===== src/hw/rtl/keqpp_pkg.sv =====
`default_nettype none
package keqpp_pkg;
    localparam int DEPTH     = 32;
    localparam int IDX_BITS  = $clog2(DEPTH);
    localparam int CNT_BITS  = IDX_BITS + 1;
    localparam int TIME_BITS = 32;
    localparam int KEY_BITS  = 16;

    typedef enum logic [1:0] {
        CMD_ENQUEUE = 2'd0,
        CMD_DEQUEUE = 2'd1,
        CMD_CLEANUP = 2'd2,
        CMD_RESET   = 2'd3
    } cmd_t;

    typedef enum logic [1:0] {
        ST_OK       = 2'd0,
        ST_NO_SPACE = 2'd1,
        ST_EMPTY    = 2'd2
    } status_t;

    typedef logic [IDX_BITS-1:0] idx_t;
    typedef logic [CNT_BITS-1:0] cnt_t;
endpackage
`default_nettype wire


===== src/hw/rtl/key_event_queue_paired_purge.sv =====
// Key event queue with paired purge. Input word (s_tdata, 88 bits) carries command, key id,
// press flag, drop flag, now_time and min_time; one result word per input word. The events
// live in one synchronous memory (key, press, time) read one entry per cycle. An enqueue or
// reset goes from idle to the finish state, a dequeue through its read and wait states first.
// Cleanup reads memory in a read state and checks the word in a check state: it scans for
// the stale boundary, then for each stale press scans forward for its release, up to about
// n*n/2 + 2n reads for n held events. An enqueue into a full queue with the drop flag set
// runs one such cleanup per stored event, restarting after every removal, with more restarts
// when the capacity sits far below the fill. A result word waits in an output register; the
// next input word is taken once it is gone. The capacity register is to be written with
// cfg_we/cfg_data only while the block is idle; the block itself does not enforce this.
`default_nettype none
module key_event_queue_paired_purge
    import keqpp_pkg::*;
(
    input  wire logic         clk,
    input  wire logic         rst_n,
    input  wire logic         cfg_we,
    input  wire logic [5:0]   cfg_data,
    input  wire logic         s_tvalid,
    output logic              s_tready,
    // command[1:0], key_id[17:2], key_pressed[18], drop_flag[19], now_time[51:20],
    // min_time[83:52], zero fill [87:84]
    input  wire logic [87:0]  s_tdata,
    output logic              m_tvalid,
    input  wire logic         m_tready,
    // status[1:0], out_key_id[17:2], out_pressed[18], fill_count[24:19], is_full[25],
    // is_empty[26], purged_count[32:27], zero fill [39:33]
    output logic [39:0]       m_tdata
);

    typedef enum logic [3:0] {
        S_IDLE, S_DEQ_RD, S_DEQ_WAIT, S_BND_RD, S_BND_CHK, S_WALK_RD, S_WALK_CHK,
        S_PAIR_RD, S_PAIR_CHK, S_DROP_RD, S_DROP_CHK, S_FINISH, S_OUT
    } state_t;

    // event memory
    logic [KEY_BITS-1:0]  key_mem  [DEPTH];
    logic                 prs_mem  [DEPTH];
    logic [TIME_BITS-1:0] time_mem [DEPTH];
    logic                 we;
    idx_t                 waddr, raddr;
    logic [KEY_BITS-1:0]  wkey, rkey;
    logic                 wprs, rprs;
    logic [TIME_BITS-1:0] wtime, rtime;

    always_ff @(posedge clk)
    begin
        if (we)
        begin
            key_mem[waddr]  <= wkey;
            prs_mem[waddr]  <= wprs;
            time_mem[waddr] <= wtime;
        end
        rkey  <= key_mem[raddr];
        rprs  <= prs_mem[raddr];
        rtime <= time_mem[raddr];
    end

    state_t               state_reg;
    logic [5:0]           cap_reg;
    idx_t                 head_reg;
    cnt_t                 cnt_reg;
    logic [1:0]           cmd_reg;
    logic [KEY_BITS-1:0]  key_reg;
    logic                 prs_reg, dropmode_reg, incl_reg;
    logic [TIME_BITS-1:0] now_reg, bound_reg;
    cnt_t                 f_reg, cur_reg, j_reg, far_reg, rem_reg, p_reg;
    logic                 far_ok_reg;
    logic [KEY_BITS-1:0]  ckey_reg;
    logic [CNT_BITS:0]    depth_reg;
    logic [5:0]           purged_reg;
    logic [39:0]          out_reg;

    cnt_t cap_eff;
    logic full;
    assign cap_eff = (cap_reg > 6'(DEPTH)) ? cnt_t'(DEPTH) : cnt_t'(cap_reg);
    assign full    = cnt_reg >= cap_eff;

    function automatic idx_t slot(idx_t h, cnt_t p);
        slot = h + p[IDX_BITS-1:0];
    endfunction

    logic stale;
    assign stale = incl_reg ? (rtime <= bound_reg) : (rtime < bound_reg);

    assign s_tready = (state_reg == S_IDLE);
    assign m_tvalid = (state_reg == S_OUT);
    assign m_tdata  = out_reg;

    // read address and write port
    always_comb
    begin
        raddr = slot(head_reg, cur_reg);
        case (state_reg)
            S_PAIR_RD: raddr = slot(head_reg, j_reg);
            S_DROP_RD: raddr = slot(head_reg, p_reg);
            default:   raddr = slot(head_reg, cur_reg);
        endcase
        we    = 1'b0;
        waddr = slot(head_reg, cnt_reg);
        wkey  = key_reg;
        wprs  = prs_reg;
        wtime = now_reg;
        if (state_reg == S_FINISH && cmd_reg == CMD_ENQUEUE && !full)
            we = 1'b1;
    end

    // sequencer
    always_ff @(posedge clk or negedge rst_n)
    begin
        if (!rst_n)
        begin
            state_reg  <= S_IDLE;
            cap_reg    <= 6'd32;
            head_reg   <= '0;
            cnt_reg    <= '0;
            out_reg    <= '0;
        end
        else
        begin
            if (cfg_we)
                cap_reg <= cfg_data;
            case (state_reg)
                S_IDLE:
                begin
                    if (s_tvalid)
                    begin
                        cmd_reg    <= s_tdata[1:0];
                        key_reg    <= s_tdata[17:2];
                        prs_reg    <= s_tdata[18];
                        now_reg    <= s_tdata[51:20];
                        bound_reg  <= s_tdata[83:52];
                        purged_reg <= '0;
                        dropmode_reg <= 1'b0;
                        cur_reg    <= '0;
                        case (s_tdata[1:0])
                            CMD_ENQUEUE:
                            begin
                                if (full && s_tdata[19])
                                begin
                                    dropmode_reg <= 1'b1;
                                    p_reg        <= '0;
                                    rem_reg      <= '0;
                                    f_reg        <= '1;
                                    state_reg    <= S_DROP_RD;
                                end
                                else
                                    state_reg <= S_FINISH;
                            end
                            CMD_DEQUEUE: state_reg <= S_DEQ_RD;
                            CMD_CLEANUP:
                            begin
                                incl_reg  <= 1'b0;
                                state_reg <= S_BND_RD;
                            end
                            default: state_reg <= S_FINISH;
                        endcase
                    end
                end
                S_DEQ_RD: state_reg <= S_DEQ_WAIT;
                S_DEQ_WAIT: state_reg <= S_FINISH;
                // drop: pick next bound
                S_DROP_RD:
                begin
                    if (!full || p_reg >= cnt_reg)
                        state_reg <= S_FINISH;
                    else
                        state_reg <= S_DROP_CHK;
                end
                S_DROP_CHK:
                begin
                    bound_reg <= rtime;
                    incl_reg  <= 1'b1;
                    cur_reg   <= '0;
                    state_reg <= S_BND_RD;
                end
                // find stale boundary f
                S_BND_RD:
                begin
                    if (cur_reg >= cnt_reg)
                    begin
                        f_reg      <= cnt_reg;
                        cur_reg    <= '0;
                        far_ok_reg <= 1'b0;
                        far_reg    <= '0;
                        rem_reg    <= '0;
                        state_reg  <= S_WALK_RD;
                    end
                    else
                        state_reg <= S_BND_CHK;
                end
                S_BND_CHK:
                begin
                    if (!stale)
                    begin
                        f_reg      <= cur_reg;
                        cur_reg    <= '0;
                        far_ok_reg <= 1'b0;
                        far_reg    <= '0;
                        rem_reg    <= '0;
                        state_reg  <= S_WALK_RD;
                    end
                    else
                    begin
                        cur_reg   <= cur_reg + 1'b1;
                        state_reg <= S_BND_RD;
                    end
                end
                // walk stale region
                S_WALK_RD:
                begin
                    if (cur_reg >= f_reg)
                        state_reg <= S_FINISH;
                    else
                        state_reg <= S_WALK_CHK;
                end
                S_WALK_CHK:
                begin
                    if (rprs)
                    begin
                        ckey_reg  <= rkey;
                        depth_reg <= (CNT_BITS+1)'(1);
                        j_reg     <= cur_reg + 1'b1;
                        state_reg <= S_PAIR_RD;
                    end
                    else
                    begin
                        if (!far_ok_reg || cur_reg >= far_reg)
                        begin
                            far_reg    <= cur_reg;
                            far_ok_reg <= 1'b1;
                            rem_reg    <= cur_reg + 1'b1;
                        end
                        cur_reg   <= cur_reg + 1'b1;
                        state_reg <= S_WALK_RD;
                    end
                end
                S_PAIR_RD:
                begin
                    if (j_reg >= f_reg)
                        state_reg <= S_FINISH;
                    else
                        state_reg <= S_PAIR_CHK;
                end
                S_PAIR_CHK:
                begin
                    if (rkey == ckey_reg && !rprs && depth_reg == 1)
                    begin
                        if (!far_ok_reg || j_reg > far_reg)
                        begin
                            far_reg    <= j_reg;
                            far_ok_reg <= 1'b1;
                            if (cur_reg == j_reg)
                                rem_reg <= cur_reg + 1'b1;
                        end
                        else if (cur_reg == far_reg)
                            rem_reg <= cur_reg + 1'b1;
                        cur_reg   <= cur_reg + 1'b1;
                        state_reg <= S_WALK_RD;
                    end
                    else
                    begin
                        if (rkey == ckey_reg)
                            depth_reg <= rprs ? depth_reg + 1'b1 : depth_reg - 1'b1;
                        j_reg     <= j_reg + 1'b1;
                        state_reg <= S_PAIR_RD;
                    end
                end
                S_FINISH:
                begin
                    if (dropmode_reg && cmd_reg == CMD_ENQUEUE && rem_reg != '0
                        && f_reg != '1)
                    begin
                        // removal from a drop pass: pop, restart scan
                        head_reg   <= slot(head_reg, rem_reg);
                        cnt_reg    <= cnt_reg - rem_reg;
                        purged_reg <= purged_reg + 6'(rem_reg);
                        rem_reg    <= '0;
                        p_reg      <= '0;
                        state_reg  <= S_DROP_RD;
                    end
                    else if (dropmode_reg && cmd_reg == CMD_ENQUEUE && f_reg != '1)
                    begin
                        // this bound freed nothing
                        p_reg     <= p_reg + 1'b1;
                        f_reg     <= '1;
                        state_reg <= S_DROP_RD;
                    end
                    else
                    begin
                        state_reg <= S_OUT;
                        case (cmd_reg)
                            CMD_ENQUEUE:
                            begin
                                out_reg <= {7'd0, purged_reg,
                                    (cnt_reg + (full ? 1'b0 : 1'b1)) == '0,
                                    (cnt_reg + (full ? 1'b0 : 1'b1)) >= cap_eff,
                                    6'(cnt_reg + (full ? 1'b0 : 1'b1)), 1'b0, 16'd0,
                                    full ? ST_NO_SPACE : ST_OK};
                                if (!full)
                                    cnt_reg <= cnt_reg + 1'b1;
                            end
                            CMD_DEQUEUE:
                            begin
                                if (cnt_reg == '0)
                                    out_reg <= {7'd0, 6'd0, 1'b1, (cap_eff == '0),
                                        6'd0, 1'b0, 16'd0, ST_EMPTY};
                                else
                                begin
                                    out_reg <= {7'd0, 6'd0, (cnt_reg == cnt_t'(1)),
                                        (cnt_reg - 1'b1) >= cap_eff, 6'(cnt_reg - 1'b1),
                                        rprs, rkey, ST_OK};
                                    head_reg <= head_reg + 1'b1;
                                    cnt_reg  <= cnt_reg - 1'b1;
                                end
                            end
                            CMD_CLEANUP:
                            begin
                                out_reg <= {7'd0, 6'(rem_reg), (cnt_reg == rem_reg),
                                    (cnt_reg - rem_reg) >= cap_eff,
                                    6'(cnt_reg - rem_reg), 1'b0, 16'd0, ST_OK};
                                head_reg <= slot(head_reg, rem_reg);
                                cnt_reg  <= cnt_reg - rem_reg;
                            end
                            default:
                            begin
                                out_reg <= {7'd0, 6'(cnt_reg), 1'b1, (cap_eff == '0),
                                    6'd0, 1'b0, 16'd0, ST_OK};
                                head_reg <= '0;
                                cnt_reg  <= '0;
                            end
                        endcase
                    end
                end
                S_OUT:
                begin
                    if (m_tready)
                        state_reg <= S_IDLE;
                end
                default: state_reg <= S_IDLE;
            endcase
        end
    end

    // checks
    a_cnt_bound: assert property (@(posedge clk) disable iff (!rst_n)
        cnt_reg <= cnt_t'(DEPTH)) else $error("count over depth");
    a_hs: assert property (@(posedge clk) disable iff (!rst_n)
        !(s_tready && m_tvalid)) else $error("input and output both open");
    a_out_hold: assert property (@(posedge clk) disable iff (!rst_n)
        m_tvalid && !m_tready |=> $stable(out_reg)) else $error("result changed");

endmodule
`default_nettype wire

===== config.mk =====
export PLATFORM = sky130hd
export DESIGN_NAME = key_event_queue_paired_purge
export DESIGN_NICKNAME = d
export VERILOG_FILES = /design/src/hw/rtl/keqpp_pkg.sv /design/src/hw/rtl/key_event_queue_paired_purge.sv
export SDC_FILE = /design/constraint.sdc
export NUM_CORES = 2
export LEC_CHECK = 0
export ABC_AREA = 1
export BUFFER_PORTS_ARGS = -buffer_cell sky130_fd_sc_hd__buf_2
export CAP_MARGIN = 5
export CORE_MARGIN = 1
export CORE_UTILIZATION = 25
export DETAILED_ROUTE_END_ITERATION = 10
export PLACE_DENSITY = 0.48
export SETUP_SLACK_MARGIN = 0.1
export SLEW_MARGIN = 40
export SYNTH_ARGS = -nofsm -noshare
export SYNTH_HDL_FRONTEND = slang
export SYNTH_SLANG_ARGS = --single-unit

===== constraint.sdc =====
create_clock -name clk -period 6 [get_ports clk]
set_input_delay 1.2 -clock clk [delete_from_list [all_inputs] [get_ports clk]]
set_output_delay 1.2 -clock clk [all_outputs]
set_load 0.02 [all_outputs]

# Yosys cells after proc, flatten, opt, wreduce, memory -nomap -nowiden
# Memories as Yosys holds them, arrays and structs flattened. A register that Yosys moved wholly into a read port is not among the register bits.
# Cells that the tools add are included.
[totals] register_bits=212 ram_bits=1568 in_bits=99 n_memories=3
[memory_table] memory="time_mem" depth=32 word_bits=32 read_ports=1 rd_clocked_by_memory_dff=1 wr=1 line="key_event_queue_paired_purge.sv:40" text="logic [TIME_BITS-1:0] time_mem [DEPTH];"
[memory_table] memory="key_mem" depth=32 word_bits=16 read_ports=1 rd_clocked_by_memory_dff=1 wr=1 line="key_event_queue_paired_purge.sv:38" text="logic [KEY_BITS-1:0] key_mem [DEPTH];"
[memory_table] memory="prs_mem" depth=32 word_bits=1 read_ports=1 rd_clocked_by_memory_dff=1 wr=1 line="key_event_queue_paired_purge.sv:39" text="logic prs_mem [DEPTH];"
[classes] n_eq_ne=47 n_mux=90 order_cmp=13 n_reduce_logical=45 addsub=16 n_bitwise=2
[ops] operator="$mux W6" count=37
[ops] operator="$pmux W33 S3" count=1
[ops] operator="$pmux W6 S6" count=2
[ops] operator="$pmux W32 S2" count=1
[ops] operator="$ge A6 B6 Y1" count=9
[ops] operator="$pmux W4 S13" count=1
[ops] operator="$pmux W6 S4" count=2
[ops] operator="$pmux W6 S2" count=3
[ops] operator="$le A32 B32 Y1" count=1
[ops] operator="$lt A32 B32 Y1" count=1
[ops] operator="$mux W32" count=1
[ops] operator="$mux W7" count=4
[ops] operator="$mux W27" count=1
[ops] operator="$add A5 B5 Y5" count=5
[ops] operator="$add A6 B1 Y6 const B" count=4
[ops] operator="$ne A2 B2 Y1 const B" count=12
[ops] operator="$eq A4 B4 Y1 const B" count=5
[ops] operator="$reduce_and A4 Y1" count=5
[ops] operator="$eq A6 B6 Y1" count=3
[ops] operator="$logic_not A6 Y1" count=3
[ops] operator="$pmux W6 S3" count=1
[ops] operator="$reduce_bool A6 Y1" count=3
[ops] operator="$mux W1" count=17
[ops] operator="$eq A16 B16 Y1" count=1
[ops] operator="other kinds (46)" count=90

# Longest topological paths before layout
[depth] ltp_word=8 ltp_mapped=22

# Worst setup path before layout
# No wires, ideal clock.
[synth_timing] path_kind="register to register" start="register cnt_reg[0]" end="memory key_mem[0][0], enable pin" period_less_slack_ps=4306 t_arrival_ps=3851 stages_incl_launch_ff=10 slack_ps=1694 t_required_ps=5544 cell_sequence="dfrtp_1 -> inv_1 -> ha_1 -> o21ai_0 -> nand2_1 -> nand2_1 -> nand2_1 -> nor3_2 -> nand3_1 -> nor2_1"
[synth_between] elab_chain_len=6 word_cells_on_any_way=7
[synth_rtl] element="start: declaration" line="key_event_queue_paired_purge.sv:63" text="cnt_t cnt_reg;"
[synth_rtl] element="start signal: assignment" line="key_event_queue_paired_purge.sv:277" text="cnt_reg <= cnt_reg - rem_reg;"
[synth_rtl] element="start signal: assignment" line="key_event_queue_paired_purge.sv:302" text="cnt_reg <= cnt_reg + 1'b1;"
[synth_rtl] element="start signal: assignment" line="key_event_queue_paired_purge.sv:315" text="cnt_reg <= cnt_reg - 1'b1;"
[synth_rtl] element="$ge A6 B6 Y1" line="key_event_queue_paired_purge.sv:78" text="assign full = cnt_reg >= cap_eff;"
[synth_rtl] element="$logic_not A1 Y1"
[synth_rtl] element="$logic_and A1 B1 Y1" line="key_event_queue_paired_purge.sv:105" text="if (state_reg == S_FINISH && cmd_reg == CMD_ENQUEUE && !full)"
[synth_rtl] element="$mux W1" line="key_event_queue_paired_purge.sv:105"
[synth_rtl] element="$mux W1" line="key_event_queue_paired_purge.sv:49" text="if (we)"
[synth_rtl] element="$mux W1 (implied by the code)" line="key_event_queue_paired_purge.sv:51" text="key_mem[waddr] <= wkey;"
[synth_rtl] element="end: declaration" line="key_event_queue_paired_purge.sv:38"
# Several ways; a longest one is shown, not always the timed one.

# Worst setup path in the final report
[layout_timing] start="register state_reg[0]" end="register rtime[31] (read register of time_mem)"
[layout_between] elab_chain_len=2 word_cells_on_any_way=3
[layout_rtl] element="start: declaration" line="key_event_queue_paired_purge.sv:60" text="state_t state_reg;"
[layout_rtl] element="start signal: assignment" line="key_event_queue_paired_purge.sv:114" text="state_reg <= S_IDLE;"
[layout_rtl] element="start signal: assignment" line="key_event_queue_paired_purge.sv:146" text="state_reg <= S_DROP_RD;"
[layout_rtl] element="start signal: assignment" line="key_event_queue_paired_purge.sv:149" text="state_reg <= S_FINISH;"
[layout_rtl] element="$eq A4 B4 Y1 or $eq A4 B3 Y1 (tied branches)" line="key_event_queue_paired_purge.sv:95" text="case (state_reg)"
[layout_rtl] element="$pmux W5 S2 *" line="key_event_queue_paired_purge.sv:95"
[layout_rtl] element="end: declaration" line="key_event_queue_paired_purge.sv:45" text="logic [TIME_BITS-1:0] wtime, rtime;"
# Every way passes the cells marked *; elsewhere a longest branch is shown, timed or not.
# A chain may end at the register's enable or synchronous reset.

==> metrics <==
Clock Latency Late Sink=about 900 ps; Worst-path clk slew=about 60 ps; Slew Limit Fails=0; TritonCTS buffer count=between 150 and 200; total number of vias=between 40000 and 50000; first-pass GRT wire length=between 300000 and 400000 um; Final period util=0.787; max FFs per register=just over 1000; FF/Latch Area=54000 um2; synthesized flop and latch total=roughly 1800; CP most frequent cell=nand2_1; wire per inst=22.1 um; Initial Util=0.252; IO Count=around 140; # port buffers=~130; Max transition margin=0.452; Core ar.=around 300000 um2; class of the tightest hold or removal check=in -> async; Final Critical Period=4720 ps; CTS Hold Bufs=0; Hold Vio Cnt, Final=0; count of cell types in the netlist=52; outcome=complete, no violations; crit-path cells=nand2_1, inv_2, nand2_2, inv_2, nor2_4, nand2_1, o221ai_1, ha_4, inv_1, fa_4, inv_12, buf_12, nor2_1, o21ai_0, a21oi_1, a21oi_1, o21ai_0, nand2_1, o21ai_1; P&R area growth vs syn=17.2%; R2R Setup Slk=about 1300 ps; multi-input logic area=18800 um2; H-Tree Depth=4; largest net degree at the start of global routing=approximately 160; Synth Warn #=0; CP endpoint kind=flop; worst path required time=between 6000 and 7000 ps; grt ovf=0; critical path fanouts, max=roughly 110; antenna violations before repair=21; nets@finish=around 6400; DRT Wirelength=227000 um; # fillers=30100; critical path launch point type=flop; Reg with most FFs=time_mem; Sink Count=roughly 1800; DP HPWL=124000 um; Maximum Capacitance Violations=0; Design Area, Final=between 80000 and 90000 um2; post-synthesis sequential area ratio=0.721; dpl cell area=~81000 um2; Least-Margin Pin Slew=~820 ps; Clock Skews=roughly 71 ps; post-synthesis async set-or-reset flop share=0.0296; post-route ant nets=0; # setup viols final=0; delay of the slowest critical-path stage=about 1100 ps; WP data arrival=roughly 5500 ps; slowest CP cell=fa_4; unrepaired setup endpoints after global routing=false; Cells after Synth=~6000; WS Path Type=reg -> reg; Root Driver=clkbuf_16; drc violations=0; CTS resizes=0; Highest Clock Rate=about 210 MHz; TritonCTS clock tree=built; Synth Cell Area=roughly 75000 um2; Chip Width=549 um; Post-synth EDFFs=around 1700; 1st-pass router iterations=5; share of layout cells above drive strength 1=0.106; Main synth FF type=edfxtp_1; most frequent cells in the layout=edfxtp_1 (1719), nor2_1 (1137), o21ai_0 (863); post-CTS setup buffer count=0; setup_tns=0 ps; Via density=4.72; Final GP Congestion=between 0.8 and 0.9; most common cell after layout, fill and taps aside=edfxtp_1; die area=301000 um2; gr usage total=0.148; die height=549 um; Post-Syn Area per Cell=12.5 um2; FP Rows=200; Bufs on Longest Clock Path=3; DR iter-0 viols=~4400; number of global-route vias before repair=between 40000 and 50000
==> synthesized netlist by cell type, drive strengths merged, types with 3 or more instances <==
master,n,share of area
o21a,6,0.00060
nor3b,3,0.00030
ha,133,0.022
nor2,1174,0.059
fa,5,0.0013
xnor2,15,0.0022
a211oi,4,0.00040
nand3,99,0.0066
o21bai,3,0.00030
xor2,28,0.0033
nand4,17,0.0014
o22ai,114,0.0096
a21oi,266,0.018
mux2,3,0.00045
inv,221,0.011
buf,145,0.010
a21o,3,0.00030
a32o,6,0.00080
dfrtp,53,0.018
o2111ai,6,0.00070
nor4,3,0.00025
edfxtp,1719,0.69
clkbuf,227,0.011
o21ai,972,0.065
dfxtp,49,0.013
nor3,17,0.0012
a31oi,60,0.0050
o221ai,199,0.023
nand2,431,0.022
o211ai,9,0.00090
==> kinds of logic (layout without fill, tap and decap cells) <==
group,count (synthesis),after routing,synth area share
xor gates and xnor gates,43,43,0.00548
and+or+nand+nor,1747,1747,0.0910
other,1,10,0.0000501
AOI/OAI and AO/OA,1655,1655,0.126
muxes,3,3,0.000451
DFF,1822,1822,0.721
buffers and inverters,595,918,0.0327
adders and majority gates,138,138,0.0236
==> stage by stage <==
stage / util / worst slack [ps] / instances / hold slack, ps
floorplan: - / 1690 / 6010 / 430
CTS: 0.294 / 1240 / 10300 / 369
finish: 0.295 / 1280 / 10300 / 403
detailed placement: 0.273 / 1320 / 9886 / 455
global placement: 0.271 / 1240 / 9851 / 450
global route: 0.295 / 1020 / 10300 / 388
==> routing by layer <==
layer / wire length (um) / vias to the layer above / part of all wire / global-route usage
met2: 107000 / 1394 / 0.47 / 0.243
met5: 71 / - / 0.00031 / 0
met1: 103000 / 24500 / 0.45 / 0.202
met3: 12700 / 295 / 0.056 / 0.0233
li1: - / 22300 / - / -
met4: 4400 / 10 / 0.019 / 0.0367
==> worst max-delay path: cells and delay by family, from the launching register on <==
family	cells	cell delay, ps
flip-flops	1	430
adder cells (fa/ha/maj)	2	1330
AND/OR/NAND/NOR	6	830
AO/OA/AOI/OAI	6	1040
buffers and inverters	5	830
==> area by class of cell <==
| cell class | count | area share |
|---|---|---|
| Multi-Input combinational cell | 3593 | 0.214 |
| Inverter | 223 | 0.00995 |
| Sequential cell | 1822 | 0.615 |
| Tap cell | 3939 | 0.0562 |
| Timing Repair Buffer | 327 | 0.0320 |
| Clock inverter | 103 | 0.0110 |
| Antenna cell | 3 | 0.0000856 |
| Clock buffer | 265 | 0.0612 |
==> worst paths after layout <==
kind	cells past startpoint	endpoint	from
max in group asynchronous	3	cap_reg[5]$_DFFE_PN1P_	rst_n
worst min-delay path	2	m_tdata[2]$_DFFE_PN0P_	rst_n
worst max-delay path	19	rtime[31]$_DFF_P_	state_reg[0]$_DFFE_PN0P_
worst max register to register	19	rtime[31]$_DFF_P_	state_reg[0]$_DFFE_PN0P_
worst min register to register	0	ckey_reg[3]$_DFFE_PP_	rkey[3]$_DFF_P_
min in group clk	0	ckey_reg[3]$_DFFE_PP_	rkey[3]$_DFF_P_
Power is left out: the tool's default activity adds up to more than one toggle a clock period on the data nets, which glitch-free logic cannot reach.
